### config.mk
export PLATFORM = sky130hd
export DESIGN_NAME = sorted_insert_min_priority_queue_core
export DESIGN_NICKNAME = d
export VERILOG_FILES = /design/src/design/sipq_pkg.sv /design/src/design/sipq_cell.sv /design/src/design/sorted_insert_min_priority_queue_core.sv
export VERILOG_INCLUDE_DIRS = /design/src /design/src/design
export SDC_FILE = /design/constraint.sdc
export NUM_CORES = 1
export LEC_CHECK = 0
export ABC_CLOCK_PERIOD_IN_PS = 4480
export BUFFER_PORTS_ARGS = -buffer_cell sky130_fd_sc_hd__clkbuf_2
export CAP_MARGIN = 20
export CORE_UTILIZATION = 30
export DETAILED_ROUTE_END_ITERATION = 8
export PLACE_DENSITY_LB_ADDON = 0.25
export SKIP_LAST_GASP = 1
export SLEW_MARGIN = 20
export SYNTH_ARGS = -nofsm -noshare
export SYNTH_HDL_FRONTEND = slang
export SYNTH_SLANG_ARGS = --single-unit
### constraint.sdc
create_clock -name clk -period 4.48 [get_ports clk]
set_input_delay 0.448 -clock clk [delete_from_list [all_inputs] [get_ports clk]]
set_output_delay 0.448 -clock clk [all_outputs]
set_load 0.005 [all_outputs]
### src/design/sorted_insert_min_priority_queue_core_assert.svh
// ----------------------------------------------------------------------------
// Assertion macros for the sorted-insert priority queue
// Clocked on clk and disabled while rst is high.
// ----------------------------------------------------------------------------
`ifndef SORTED_INSERT_MIN_PRIORITY_QUEUE_CORE_ASSERT_SVH
`define SORTED_INSERT_MIN_PRIORITY_QUEUE_CORE_ASSERT_SVH

// Check that a condition implies another in the same cycle.
`define SIPQ_ASSERT_NOW(label, pre, post, msg) \
  label: assert property (@(posedge clk) disable iff (rst) (pre) |-> (post)) \
    else $error(msg);

// Check that a condition implies another in the following cycle.
`define SIPQ_ASSERT_NEXT(label, pre, post, msg) \
  label: assert property (@(posedge clk) disable iff (rst) (pre) |=> (post)) \
    else $error(msg);

`endif

### src/design/sipq_pkg.sv
// ----------------------------------------------------------------------------
// sipq_pkg
// Shared types and codes for the sorted-insert priority queue.
// ----------------------------------------------------------------------------
`default_nettype none

package sipq_pkg;

  localparam int VALUE_W     = 16;
  localparam int ENTRY_CNT_W = 5;

  // Operation codes of the op field
  localparam logic OP_PUSH = 1'b0;
  localparam logic OP_POP  = 1'b1;

  // Result status codes
  typedef enum logic [1:0] {
    STATUS_OK         = 2'd0,
    STATUS_POP_EMPTY  = 2'd1,
    STATUS_PUSH_FULL  = 2'd2
  } status_t;

  // Command broadcast to every cell in the chain
  typedef struct packed {
    logic                       push;
    logic                       pop;
    logic signed [VALUE_W-1:0]  value;
  } cell_cmd_t;

endpackage

`default_nettype wire

### src/design/sipq_cell.sv
// ----------------------------------------------------------------------------
// sipq_cell
// One slot of the sorted chain: compares its entry with the pushed value,
// shifts right on insert and left on removal.
// ----------------------------------------------------------------------------
`default_nettype none

module sipq_cell #(
  parameter int IDX   = 0,
  parameter int CNT_W = 5
) (
  input  wire                                  clk,
  input  sipq_pkg::cell_cmd_t                  cmd,
  input  wire  [CNT_W-1:0]                     count,
  input  wire  signed [sipq_pkg::VALUE_W-1:0]  left_entry,
  input  wire                                  left_gt,
  input  wire  signed [sipq_pkg::VALUE_W-1:0]  right_entry,
  output logic signed [sipq_pkg::VALUE_W-1:0]  entry,
  output logic                                 gt
);
  import sipq_pkg::*;

  localparam logic [CNT_W-1:0] MY_IDX = CNT_W'(IDX);

  logic occupied;
  logic is_tail;

  // Flag a held entry strictly above the pushed value
  assign occupied = count > MY_IDX;
  assign is_tail  = count == MY_IDX;
  assign gt       = occupied && (entry > cmd.value);

  // Take the left neighbor or the new value on push, the right one on pop
  always_ff @(posedge clk) begin
    if (cmd.push && (gt || is_tail)) begin
      entry <= left_gt ? left_entry : cmd.value;
    end else if (cmd.pop) begin
      entry <= right_entry;
    end
  end

endmodule

`default_nettype wire

### src/design/sorted_insert_min_priority_queue_core.sv
// ----------------------------------------------------------------------------
// sorted_insert_min_priority_queue_core
// Bounded min-priority queue of signed 16-bit values held as a sorted chain.
// ----------------------------------------------------------------------------
// One item may be accepted each cycle unless a result waits in the output:
// all QUEUE_DEPTH cells compare their entry with the pushed value at once and
// shift by one slot in the same edge, so the cell compare plus the neighbor
// select sets the clock period. A push places its value behind any equal
// values already held; a pop returns the smallest value. A push on a full
// queue and a pop on an empty one leave the queue unchanged and report an
// error status. Each item gives one result, held in an output register; the
// input stalls while that result waits, and a new item is taken in the same
// cycle the previous result leaves.
`default_nettype none

module sorted_insert_min_priority_queue_core #(
  parameter int QUEUE_DEPTH = 16
) (
  input  wire                                  clk,
  input  wire                                  rst,
  input  wire                                  in_valid,
  output logic                                 in_ready,
  input  wire                                  op,
  input  wire  signed [sipq_pkg::VALUE_W-1:0]  value,
  output logic                                 out_valid,
  input  wire                                  out_ready,
  output logic signed [sipq_pkg::VALUE_W-1:0]  popped_value,
  output logic [1:0]                           status,
  output logic [sipq_pkg::ENTRY_CNT_W-1:0]     entry_count,
  output logic                                 now_empty
);
  import sipq_pkg::*;

  localparam int               CNT_W   = $clog2(QUEUE_DEPTH + 1);
  localparam logic [CNT_W-1:0] DEPTH_C = CNT_W'(QUEUE_DEPTH);

  logic [CNT_W-1:0]          count;
  logic [CNT_W-1:0]          count_next;
  logic                      fire;
  logic                      full;
  logic                      empty;
  cell_cmd_t                 cmd;
  status_t                   status_next;
  logic signed [VALUE_W-1:0] entries [QUEUE_DEPTH];
  logic                      gts     [QUEUE_DEPTH];

  // Accept while the result register is free or being drained
  assign in_ready = !out_valid || out_ready;
  assign fire     = in_valid && in_ready;
  assign full     = count == DEPTH_C;
  assign empty    = count == '0;

  // Build the command for the chain and the next count and status
  always_comb begin
    cmd.push    = fire && (op == OP_PUSH) && !full;
    cmd.pop     = fire && (op == OP_POP) && !empty;
    cmd.value   = value;
    count_next  = count;
    status_next = STATUS_OK;
    if (cmd.push) begin
      count_next = count + CNT_W'(1);
    end else if (cmd.pop) begin
      count_next = count - CNT_W'(1);
    end
    if (fire && (op == OP_PUSH) && full) begin
      status_next = STATUS_PUSH_FULL;
    end else if (fire && (op == OP_POP) && empty) begin
      status_next = STATUS_POP_EMPTY;
    end
  end

  // Chain of cells, head at index zero
  for (genvar i = 0; i < QUEUE_DEPTH; i++) begin : g_cell
    logic signed [VALUE_W-1:0] left_entry;
    logic                      left_gt;
    logic signed [VALUE_W-1:0] right_entry;

    if (i == 0) begin : g_head
      assign left_entry = '0;
      assign left_gt    = 1'b0;
    end else begin : g_body
      assign left_entry = entries[i-1];
      assign left_gt    = gts[i-1];
    end

    if (i == QUEUE_DEPTH - 1) begin : g_last
      assign right_entry = entries[i];
    end else begin : g_inner
      assign right_entry = entries[i+1];
    end

    sipq_cell #(
      .IDX   (i),
      .CNT_W (CNT_W)
    ) u_cell (
      .clk         (clk),
      .cmd         (cmd),
      .count       (count),
      .left_entry  (left_entry),
      .left_gt     (left_gt),
      .right_entry (right_entry),
      .entry       (entries[i]),
      .gt          (gts[i])
    );
  end

  // Hold the count and the result register
  always_ff @(posedge clk) begin
    if (rst) begin
      count     <= '0;
      out_valid <= 1'b0;
    end else begin
      count <= count_next;
      if (fire) begin
        out_valid <= 1'b1;
      end else if (out_ready) begin
        out_valid <= 1'b0;
      end
    end
  end

  // Load the result payload with each accepted item
  always_ff @(posedge clk) begin
    if (fire) begin
      popped_value <= cmd.pop ? entries[0] : '0;
      status       <= status_next;
      entry_count  <= ENTRY_CNT_W'(count_next);
      now_empty    <= count_next == '0;
    end
  end

`include "sorted_insert_min_priority_queue_core_assert.svh"

  `SIPQ_ASSERT_NOW(a_count_bound, 1'b1, count <= DEPTH_C, "count above queue depth")
  `SIPQ_ASSERT_NEXT(a_push_grows, cmd.push, count == $past(count) + CNT_W'(1), "push lost")
  `SIPQ_ASSERT_NOW(a_empty_err, out_valid && (status == STATUS_POP_EMPTY), now_empty, "empty")

endmodule

`default_nettype wire

==> results.json, run 1 <==
{
  "grt_max_degree": 25,
  "final_cell_mix": "mux2_2 (312), edfxtp_1 (280), ha_1 (261)",
  "gpl.final_weighted_congestion": 0.855,
  "clock_latency_ps": 570,
  "flow.area_growth_from_synthesis_pct": 13.9,
  "layout_fillers": 6775,
  "critical_path.max_fanout": 12,
  "totalNegativeSetupSlack_ps": 0,
  "ir_worst_vdd_mv": 0.227,
  "seq_area_frac_synth_pct": 40.7,
  "synth_top_area_share_pct": 40.1,
  "rows": 96,
  "global_route.usage.total_pct": 19.3,
  "final_critical_path_setup_slack_ps": 843,
  "die-width_um": 266,
  "synth_xor_xnor_area_share_pct": 0.167,
  "antenna_left": 0,
  "synth_seq_cells": 286,
  "core_area_um2": 68800,
  "ctsRootBufferMaster": "clkbuf_16",
  "yosysTopAreaCell": "edfxtp_1",
  "slew_headroom_pct": 37.6,
  "critical_path_required_ps": 4730,
  "synthFlopType": "edfxtp_1",
  "post-route-drc-count": 0,
  "synthesis.nets": 1998,
  "vias_per_cell": 5.39,
  "critPathLaunch": "value[12]",
  "initial_core_util_pct": 30.5,
  "worstSetupEndpointType": "register",
  "final.period_utilization_pct": 81.2,
  "cts_resized": 0,
  "cp-start-kind": "input pin",
  "crit_path_dat_ps": 3880,
  "clk_pin_slew_ps": 60,
  "power.clock.fraction_pct": 36.2,
  "grt_pass1_wl_mm": 102,
  "reg2reg_slack_ps": 980,
  "hold_viol": 0,
  "cts_tree": "done",
  "placed_cells_incl_taps": 2722,
  "number_of_antenna_violations_at_the_first_check_in_global_routing": 1,
  "proportion_of_layout_cells_with_a_drive_suffix_above_1_pct": 29.2,
  "wl_mm": 68.7,
  "cts_bufs_inserted": 37,
  "io_buffers": 46,
  "simple_gate_fraction_of_synth_area_pct": 8.01,
  "crit-reg2reg-capture": "g_cell[11].u_cell.entry[8]",
  "finalClockSkew_ps": 19.8,
  "postCtsHoldBufs": 0,
  "combinationalPowerShare_pct": 21.7,
  "rsz_0062_raised_after_global_routing": "no",
  "antenna_cells_inserted": 0,
  "layout.nets": 2112,
  "utilization_pct": 34.7,
  "leakagePower_uw": 0.00963,
  "synth_top_cells_by_area": "edfxtp_1 (40%), mux2_2 (17%), ha_1 (16%)",
  "synth.mux.area_fraction_pct": 23.8,
  "synth_top_family_by_area": "multiplexers",
  "floorplan.io_pins": 47,
  "final_setup_violation_count": 0,
  "numClockSinks": 286,
  "drt_iter0_drc": 1050,
  "r2r-start": "g_cell[11].u_cell.entry[15]",
  "synth.distinct_cells": 73,
  "ys_async_sr_fraction_pct": 0,
  "intPower_uw": 5730,
  "period_needed_ps": 3640,
  "power.sequential.fraction_pct": 42.1,
  "status": "finished, final reports clean",
  "power.switching_fraction_pct": 30.1,
  "detail_route.wl_per_cell_um": 24.6,
  "netlist_area_um2": 21000,
  "worst_pin_slew_ps": 935,
  "ff2ff_path_depth": 9,
  "via_count_of_the_first_global_routing_pass": 15300,
  "dp_hpwl_mm": 51.1,
  "timing.hold.worst.class": "input pin to register",
  "synth.yosys.warnings": 0,
  "htree_num_levels": 2,
  "power.net_switching_uw": 2470,
  "max_freq_mhz": 275,
  "commonest_non_fill_non_tap_cell_in_the_layout": "mux2_2",
  "detail_route.first_pass.iterations": 5,
  "mean_syn_cell_area_um2": 12.2,
  "path_class": "input pin to register",
  "power.density_nw_per_um2": 343,
  "yosys.area_share.adder_pct": 15.6,
  "stdcell_count": 2788,
  "post_cts_buffers": 0,
  "drv_slew": 0,
  "drv.max_cap_violation_count": 0,
  "synth_enable_flop_cells": 280,
  "critical_path.endpoint": "g_cell[11].u_cell.entry[8]",
  "total_vias_in_the_final_route": 15000,
  "synth-compound-area-share_pct": 8.45,
  "synthCells": 1716,
  "die-height_um": 266,
  "pre_cts_slack_ps": 327,
  "die-area_um2": 71000,
  "ctsLongestPathBuffers": 3,
  "grt.overflow.total": 0
}
## synth_stat cells, types with 27 or more instances
| library cell | n |
|---|---|
| mux2_2 | 312 |
| a21o_1 | 40 |
| o21ai_0 | 27 |
| ha_1 | 261 |
| nand4_1 | 51 |
| edfxtp_1 | 280 |
| a21oi_1 | 88 |
| clkbuf_1 | 30 |
| inv_1 | 92 |
| mux2i_1 | 119 |
| nand2_1 | 58 |
| nor2_1 | 30 |
## worst max-delay path: stages
cell,delay [ps]
clkbuf_2,110
inv_1,680
ha_1,280
nand4_1,110
nor4_1,580
a21boi_0,350
or4_1,160
o211ai_1,170
a21oi_2,380
nand2b_1,330
buf_4,290
## power by group through the flow
stage / Clock (µW) / Combinational, µW / Sequential, µW
2_1_floorplan: 0 / 1230 / 3390
3_5_place_dp: 0 / 1770 / 3510
6_report: 2960 / 1780 / 3450
5_1_grt: 3110 / 1950 / 3470
3_3_place_gp: 0 / 1720 / 3510
4_1_cts: 3020 / 1780 / 3460
## how the worst min path moves through the flow
| stage | from | endpoint | slack [ps] | depth (start not counted) |
|---|---|---|---|---|
| floorplan | rst | out_valid | 520 | 1 |
| global placement | g_cell[15].u_cell.entry[11] | g_cell[14].u_cell.entry[11] | 570 | 1 |
| detailed placement | g_cell[15].u_cell.entry[11] | g_cell[14].u_cell.entry[11] | 580 | 1 |
| CTS | rst | out_valid | 120 | 2 |
| global route | rst | out_valid | 140 | 2 |
| finish | rst | out_valid | 150 | 2 |
## metrics by stage
stage	cell area (µm²)	hold WS [ps]	total power, µW
global route	23900	137	8530
global placement	22700	574	5230
floorplan	21000	517	4620
CTS	23900	117	8250
detailed placement	22700	581	5280
finish	23900	149	8200
## final cells by class
class | count | area, µm² | share of cell area (%)
clock buffers | 45 | 998 | 4.18
multi-input cells | 1271 | 11700 | 49.1
clock inverters | 21 | 158 | 0.660
flip-flops and latches | 286 | 8530 | 35.7
inverters | 93 | 349 | 1.46
well taps | 931 | 1160 | 4.87
repair buffers | 141 | 956 | 4.00
## state kept, by name, indices dropped and copies added (netlist names)
name,count
now_empty,1
out_valid,1
status,2
entry_count,5
g_cell.u_cell.entry,256
count,5
popped_value,16
## layer usage
metal	up-vias	track usage [%]	routed length, µm
li1	6946	-	-
met1	7572	25.6	30600
met2	418	32.7	33100
met3	92	2.61	3480
met4	0	5.33	1540
met5	-	0	0
## kinds of logic after synthesis
| family | after synthesis |
|---|---|
| fa+ha+maj | 261 |
| flops | 286 |
| mux | 451 |
| xor+xnor | 4 |
| buf+inv | 159 |
| compound gates | 261 |
| simple gates | 294 |
Power figures use the tool's default switching activity.
==> run 2, diff against run 1 <==
--- a/config.mk
+++ b/config.mk
@@ -6,7 +6,8 @@
 export SDC_FILE = /design/constraint.sdc
 export NUM_CORES = 1
 export LEC_CHECK = 0
-export ABC_CLOCK_PERIOD_IN_PS = 4480
+export ABC_AREA = 1
+export ABC_CLOCK_PERIOD_IN_PS = 3400
 export BUFFER_PORTS_ARGS = -buffer_cell sky130_fd_sc_hd__clkbuf_2
 export CAP_MARGIN = 20
 export CORE_UTILIZATION = 30
==> constraint.sdc (replaced) <==
create_clock -name clk -period 3.4 [get_ports clk]
set_input_delay 0.34 -clock clk [delete_from_list [all_inputs] [get_ports clk]]
set_output_delay 0.34 -clock clk [all_outputs]
set_load 0.005 [all_outputs]
==> run 2 against run 1 <==
Net effect: synthesized area rose by 7.0%; synthesized cell count is 74% higher; combinational power rose by 130%; non-clock buffer count is 40 higher; register-to-register slack got worse by 610 ps; cell count up 46%; count of clock-buffer cells in the layout increased by 1; largest cell class unchanged; largest power group unchanged.
==> results.json, run 2 <==
{
  "status": "finished, final reports clean",
  "global_route.usage.total_pct": 20.4,
  "core_area_um2": 73500,
  "clk_pin_slew_ps": 60,
  "vias_per_cell": 5.06,
  "critical_path_required_ps": 3840,
  "synthCells": 2982,
  "synth.distinct_cells": 44,
  "synth_seq_cells": 286,
  "gpl.final_weighted_congestion": 0.861,
  "initial_core_util_pct": 30.5,
  "synth_top_area_share_pct": 37.5,
  "final_setup_violation_count": 0,
  "ctsRootBufferMaster": "clkbuf_16",
  "crit_path_dat_ps": 3470,
  "critPathMostFrequentCell": "nand2_1",
  "grt_max_degree": 33,
  "timing.hold.worst.class": "input pin to register",
  "ys_async_sr_fraction_pct": 0,
  "synth_common_cells": "nand2_1 (1421), edfxtp_1 (280), ha_1 (261), nand4_1 (176), inv_1 (165)",
  "rsz_0062_raised_after_global_routing": "no",
  "critical_path.slowest_cell": "dfxtp_1",
  "multi_input_comb_area_um2": 12700,
  "ir_worst_vdd_mv": 0.306,
  "dp_hpwl_mm": 57.2,
  "detail_route.first_pass.iterations": 5,
  "antenna_left": 0,
  "sequential_cell_area_um2": 8530,
  "critical_path.max_fanout": 18,
  "yosysTopAreaCell": "edfxtp_1",
  "detail_route.wl_per_cell_um": 19.0,
  "io_buffers": 46,
  "max_freq_mhz": 330,
  "crit_family": "buffers and inverters",
  "total_vias_in_the_final_route": 20600,
  "worstSetupEndpointType": "register",
  "critical_path.n_buffers_inverters": 4,
  "commonest_non_fill_non_tap_cell_in_the_layout": "nand2_1",
  "antenna_cells_inserted": 0,
  "largestRegisters": "g_cell.u_cell.entry x256, popped_value x16",
  "cp-start-kind": "register",
  "number_of_antenna_violations_at_the_first_check_in_global_routing": 4,
  "seq_area_frac_synth_pct": 38.0,
  "final_cell_mix": "nand2_1 (1420), edfxtp_1 (280), ha_1 (261)",
  "layout.nets": 3367,
  "cts_resized": 0,
  "flow.area_growth_from_synthesis_pct": 14.8,
  "die-height_um": 275,
  "power.density_nw_per_um2": 507,
  "post_cts_buffers": 0,
  "worst_path_largest_cell_delay_ps": 580,
  "via_count_of_the_first_global_routing_pass": 19600,
  "yosysMostFrequentCell": "nand2_1",
  "post-route-drc-count": 0,
  "finalClockSkew_ps": 25.1,
  "drv_slew": 0,
  "drt_iter0_drc": 1736,
  "postCtsHoldBufs": 0,
  "cts_tree": "done",
  "final_critical_path_setup_slack_ps": 372,
  "worst_pin_slew_ps": 1020,
  "period_needed_ps": 3030,
  "grt_pass1_wl_mm": 118,
  "drv.max_cap_violation_count": 0,
  "die-width_um": 275,
  "htree_num_levels": 2,
  "leakagePower_uw": 0.0127,
  "totalNegativeSetupSlack_ps": 0,
  "largest_reg_flops": 256,
  "synthFlopType": "edfxtp_1",
  "numClockSinks": 286,
  "regMostFlops": "g_cell.u_cell.entry",
  "layout_fillers": 7789,
  "synthesis.nets": 3264,
  "die-area_um2": 75900,
  "synth_top_cells_by_area": "edfxtp_1 (37%), nand2_1 (24%), ha_1 (15%)",
  "path_class": "register to register",
  "grt.overflow.total": 0,
  "cp_cell_sequence": "inv_2, ha_1, inv_1, nor3_1, nand2_1, nand2_1, inv_2, nand2_2, inv_1, nand2_1, nand2_1",
  "final.period_utilization_pct": 89.1,
  "synth.yosys.warnings": 0,
  "wl_mm": 77.4,
  "rows": 99,
  "hold_viol": 0,
  "pre_cts_slack_ps": 161,
  "proportion_of_layout_cells_with_a_drive_suffix_above_1_pct": 10.1,
  "ctsLongestPathBuffers": 3,
  "slew_headroom_pct": 31.8,
  "synth_enable_flop_cells": 280,
  "clock_latency_ps": 580,
  "netlist_area_um2": 22400,
  "cts_bufs_inserted": 38,
  "floorplan.io_pins": 47,
  "mean_syn_cell_area_um2": 7.52
}
run 2: cell count changes after synthesis, moves of 35 or more:
cell / delta
a21o_1: -35
clkbuf_1: +40
inv_1: +73
mux2_2: -312
mux2i_1: -119
nand2_1: +1363
nand3_1: +140
nand4_1: +125
nor2_1: +82
run 2: area by class of cell:
class | count | share of cell area [%]
Sequential cell | 286 | 33.1
Timing Repair Buffer | 181 | 5.60
Multi-Input combinational cell | 2399 | 49.2
Tap cell | 959 | 4.66
Clock buffer | 46 | 3.97
Inverter | 179 | 2.62
Clock inverter | 24 | 0.811
run 2: cell families after synthesis:
kind of cell	count (synthesis)	share of synthesized area (%)
AO/OA/AOI/OAI	200	5.37
flip-flops	286	38.0
AND/OR/NAND/NOR	1935	36.5
XOR/XNOR	3	0.117
adder cells (fa/ha/maj)	261	14.6
buffers and inverters	297	5.46
run 2: per-layer routing:
metal	up-vias	share of wire [%]	track usage, %
li1	10200	-	-
met3	103	6.6	3.04
met4	0	2.1	5.06
met1	9668	46	28.3
met5	-	0	0
met2	607	45	32.9
run 2: worst register-to-register path, delay by kind of cell (launching register included):
| kind | cells | cell delay, ps |
|---|---|---|
| flops | 1 | 580 |
| fa+ha+maj | 1 | 200 |
| simple gates | 6 | 910 |
| buf+inv | 4 | 1210 |
run 2: final timing paths:
check                           slack [ps]  depth (start not counted)       from                    endpoint
worst max-delay path                   370                         11   count[1]  g_cell[14].u_cell.entry[8]
worst min-delay path                    60                          2        rst                   out_valid
worst max register to register         370                         11   count[1]  g_cell[14].u_cell.entry[8]
worst min register to register         520                          2  out_valid                   out_valid
run 2: power by group:
group | switching (µW) | internal [µW]
Combinational | 2730 | 1370
Sequential | 403 | 4460
Clock | 1710 | 2370
run 2: through the flow:
stage	util (%)	instances	instance area, µm²	power [µW]	hold slack [ps]
6_report	35.1	4074	25800	13100	57.8
5_1_grt	35.1	4074	25800	13800	33.0
4_1_cts	35.1	4074	25800	13100	24.9
3_5_place_dp	33.4	4004	24500	9010	514
3_3_place_gp	33.4	4004	24500	8980	503
2_1_floorplan	-	2982	22400	7540	409
==> run 3, diff against run 2 <==
--- a/config.mk
+++ b/config.mk
@@ -12,7 +12,7 @@
 export CAP_MARGIN = 20
 export CORE_UTILIZATION = 30
 export DETAILED_ROUTE_END_ITERATION = 8
-export PLACE_DENSITY_LB_ADDON = 0.25
+export PLACE_DENSITY = 0.48
 export SKIP_LAST_GASP = 1
 export SLEW_MARGIN = 20
 export SYNTH_ARGS = -nofsm -noshare
==> run 3 against run 2 <==
Net effect: clock skew grew 4.1 ps; power fell by 1.4%; global-route usage rose by 0.47 points; register-to-register slack better by 110 ps; critical path type unchanged; largest cell class unchanged.
==> results.json, run 3 (synthesis gave the netlist of run 2 again) <==
{
  "final_setup_violation_count": 0,
  "leakagePower_uw": 0.0126,
  "slew_headroom_pct": 33.5,
  "min_from": "rst",
  "utilization_pct": 34.9,
  "detail_route.first_pass.iterations": 5,
  "numClockSinks": 286,
  "rows": 99,
  "crit_family": "buffers and inverters",
  "combinationalPowerShare_pct": 31.9,
  "status": "finished, final reports clean",
  "final_cell_mix": "nand2_1 (1420), edfxtp_1 (280), ha_1 (261)",
  "holdPathEnd": "out_valid",
  "vias_per_cell": 5.00,
  "cp_cell_sequence": "inv_2, ha_1, inv_1, nor3_1, nand2_1, nand2_1, inv_2, buf_12, nand2_2, nand2_1, buf_4",
  "cp-start-kind": "register",
  "critPathMostFrequentCell": "nand2_1",
  "regMostFlops": "g_cell.u_cell.entry",
  "path_class": "register to register",
  "drv.max_cap_violation_count": 0,
  "period_needed_ps": 2920,
  "dp_hpwl_mm": 58.9,
  "htree_num_levels": 2,
  "worstSetupEndpointType": "register",
  "power.clock.fraction_pct": 30.2,
  "initial_core_util_pct": 30.5,
  "power.net_switching_uw": 4810,
  "hold_viol": 0,
  "detail_route.wl_per_cell_um": 19.2,
  "cts_bufs_inserted": 39,
  "io_buffers": 46,
  "power.switching_fraction_pct": 37.4,
  "cts_tree": "done",
  "wl_mm": 78.3,
  "rsz_0062_raised_after_global_routing": "no",
  "critical_path.n_buffers_inverters": 5,
  "gpl.final_weighted_congestion": 0.848,
  "final_critical_path_setup_slack_ps": 481,
  "proportion_of_layout_cells_with_a_drive_suffix_above_1_pct": 10.0,
  "largestRegisters": "g_cell.u_cell.entry x256, popped_value x16",
  "core_area_um2": 73500,
  "post-route-drc-count": 0,
  "drv_slew": 0,
  "total_vias_in_the_final_route": 20400,
  "floorplan.io_pins": 47,
  "hold_depth": 2,
  "grt_pass1_wl_mm": 120,
  "crit-reg2reg-capture": "g_cell[1].u_cell.entry[4]",
  "final.period_utilization_pct": 85.9,
  "critical_path.slowest_cell": "dfxtp_1",
  "antenna_cells_inserted": 0,
  "drt_iter0_drc": 1727,
  "largest_reg_flops": 256,
  "antenna_left": 0,
  "post-route-cell-area_um2": 25600,
  "crit_path_dat_ps": 3200,
  "clk_pin_slew_ps": 60,
  "grt_max_degree": 41,
  "intPower_uw": 8060,
  "ff2ff_path_depth": 11,
  "grt.overflow.total": 0,
  "reg2reg_slack_ps": 480,
  "pre_cts_slack_ps": 194,
  "timing.hold.worst.class": "input pin to register",
  "postCtsHoldBufs": 0,
  "totalNegativeSetupSlack_ps": 0,
  "die-width_um": 275,
  "worst_path_largest_cell_delay_ps": 440,
  "power.sequential.fraction_pct": 37.8,
  "ir_worst_vdd_mv": 0.311,
  "worst_pin_slew_ps": 996,
  "number_of_antenna_violations_at_the_first_check_in_global_routing": 1,
  "power.density_nw_per_um2": 502,
  "ctsLongestPathBuffers": 3,
  "flow.area_growth_from_synthesis_pct": 14.3,
  "r2r-start": "count[0]",
  "global_route.usage.total_pct": 20.8,
  "ctsRootBufferMaster": "clkbuf_16",
  "die-height_um": 275,
  "cts_resized": 0,
  "finalClockSkew_ps": 29.2,
  "die-area_um2": 75900,
  "via_count_of_the_first_global_routing_pass": 19500,
  "place_area_um2": 24500,
  "clock_latency_ps": 580,
  "layout.nets": 3368,
  "critical_path.max_fanout": 40,
  "post_cts_buffers": 0,
  "max_freq_mhz": 343,
  "commonest_non_fill_non_tap_cell_in_the_layout": "nand2_1",
  "critical_path_required_ps": 3680
}
[run 3: cell count changes in the layout (fill, tap and decap cells not counted), moves of 2 or more]
| cell | before | now |
|---|---|---|
| bufinv_16 | 3 | 0 |
| clkinv_2 | 11 | 9 |
| buf_12 | 16 | 12 |
| buf_4 | 119 | 123 |
| clkinv_1 | 9 | 2 |
| clkbuf_1 | 5 | 17 |
[run 3: worst max path at each step]
| stage | endpoint | startpoint | cells after the start |
|---|---|---|---|
| global route | g_cell[4].u_cell.entry[0] | count[0] | 11 |
| finish | g_cell[1].u_cell.entry[4] | count[0] | 11 |
| floorplan | g_cell[4].u_cell.entry[0] | value[15] | 12 |
| detailed placement | g_cell[4].u_cell.entry[9] | value[2] | 18 |
| global placement | g_cell[4].u_cell.entry[8] | value[2] | 18 |
| CTS | g_cell[1].u_cell.entry[4] | count[0] | 11 |
[run 3: stage by stage]
stage / instances / total power [µW] / hold WS (ps)
global route: 4075 / 13700 / 68.2
global placement: 4004 / 9020 / 507
CTS: 4075 / 13000 / 29.2
floorplan: 2982 / 7540 / 409
detailed placement: 4004 / 9030 / 511
finish: 4075 / 12900 / 60.0
[run 3: final cells by class]
| type | instances | area [µm²] |
|---|---|---|
| fill | 7900 | 47800 |
| multi-input combinational | 2399 | 12700 |
| sequential | 286 | 8530 |
| timing repair buffer | 181 | 1390 |
| tap | 959 | 1200 |
| clock buffer | 59 | 1090 |
| inverter | 179 | 674 |
| clock inverter | 12 | 76.3 |
[run 3: worst register-to-register path: stages, from the launching register on]
cell and delay [ps]:
dfxtp_1 440, inv_2 170, ha_1 230, inv_1 70
nor3_1 80, nand2_1 140, nand2_1 100, inv_2 430
buf_12 310, nand2_2 270, nand2_1 160, buf_4 220
[run 3: metal layers]
layer | routed length (µm) | GRT usage [%] | up-vias
met3 | 4480 | 2.59 | 91
met4 | 1370 | 4.61 | 0
met2 | 36200 | 34.3 | 514
met5 | 0 | 0 | -
met1 | 36200 | 28.9 | 9531
li1 | - | - | 10200
[run 3: power groups by stage]
stage               Sequential [µW]  Combinational, µW  Clock (µW)
global placement               4960               4060           0
detailed placement             4950               4090           0
CTS                            4880               4110        3980
finish                         4870               4110        3890
global route                   4910               4670        4110
floorplan                      4740               2800           0
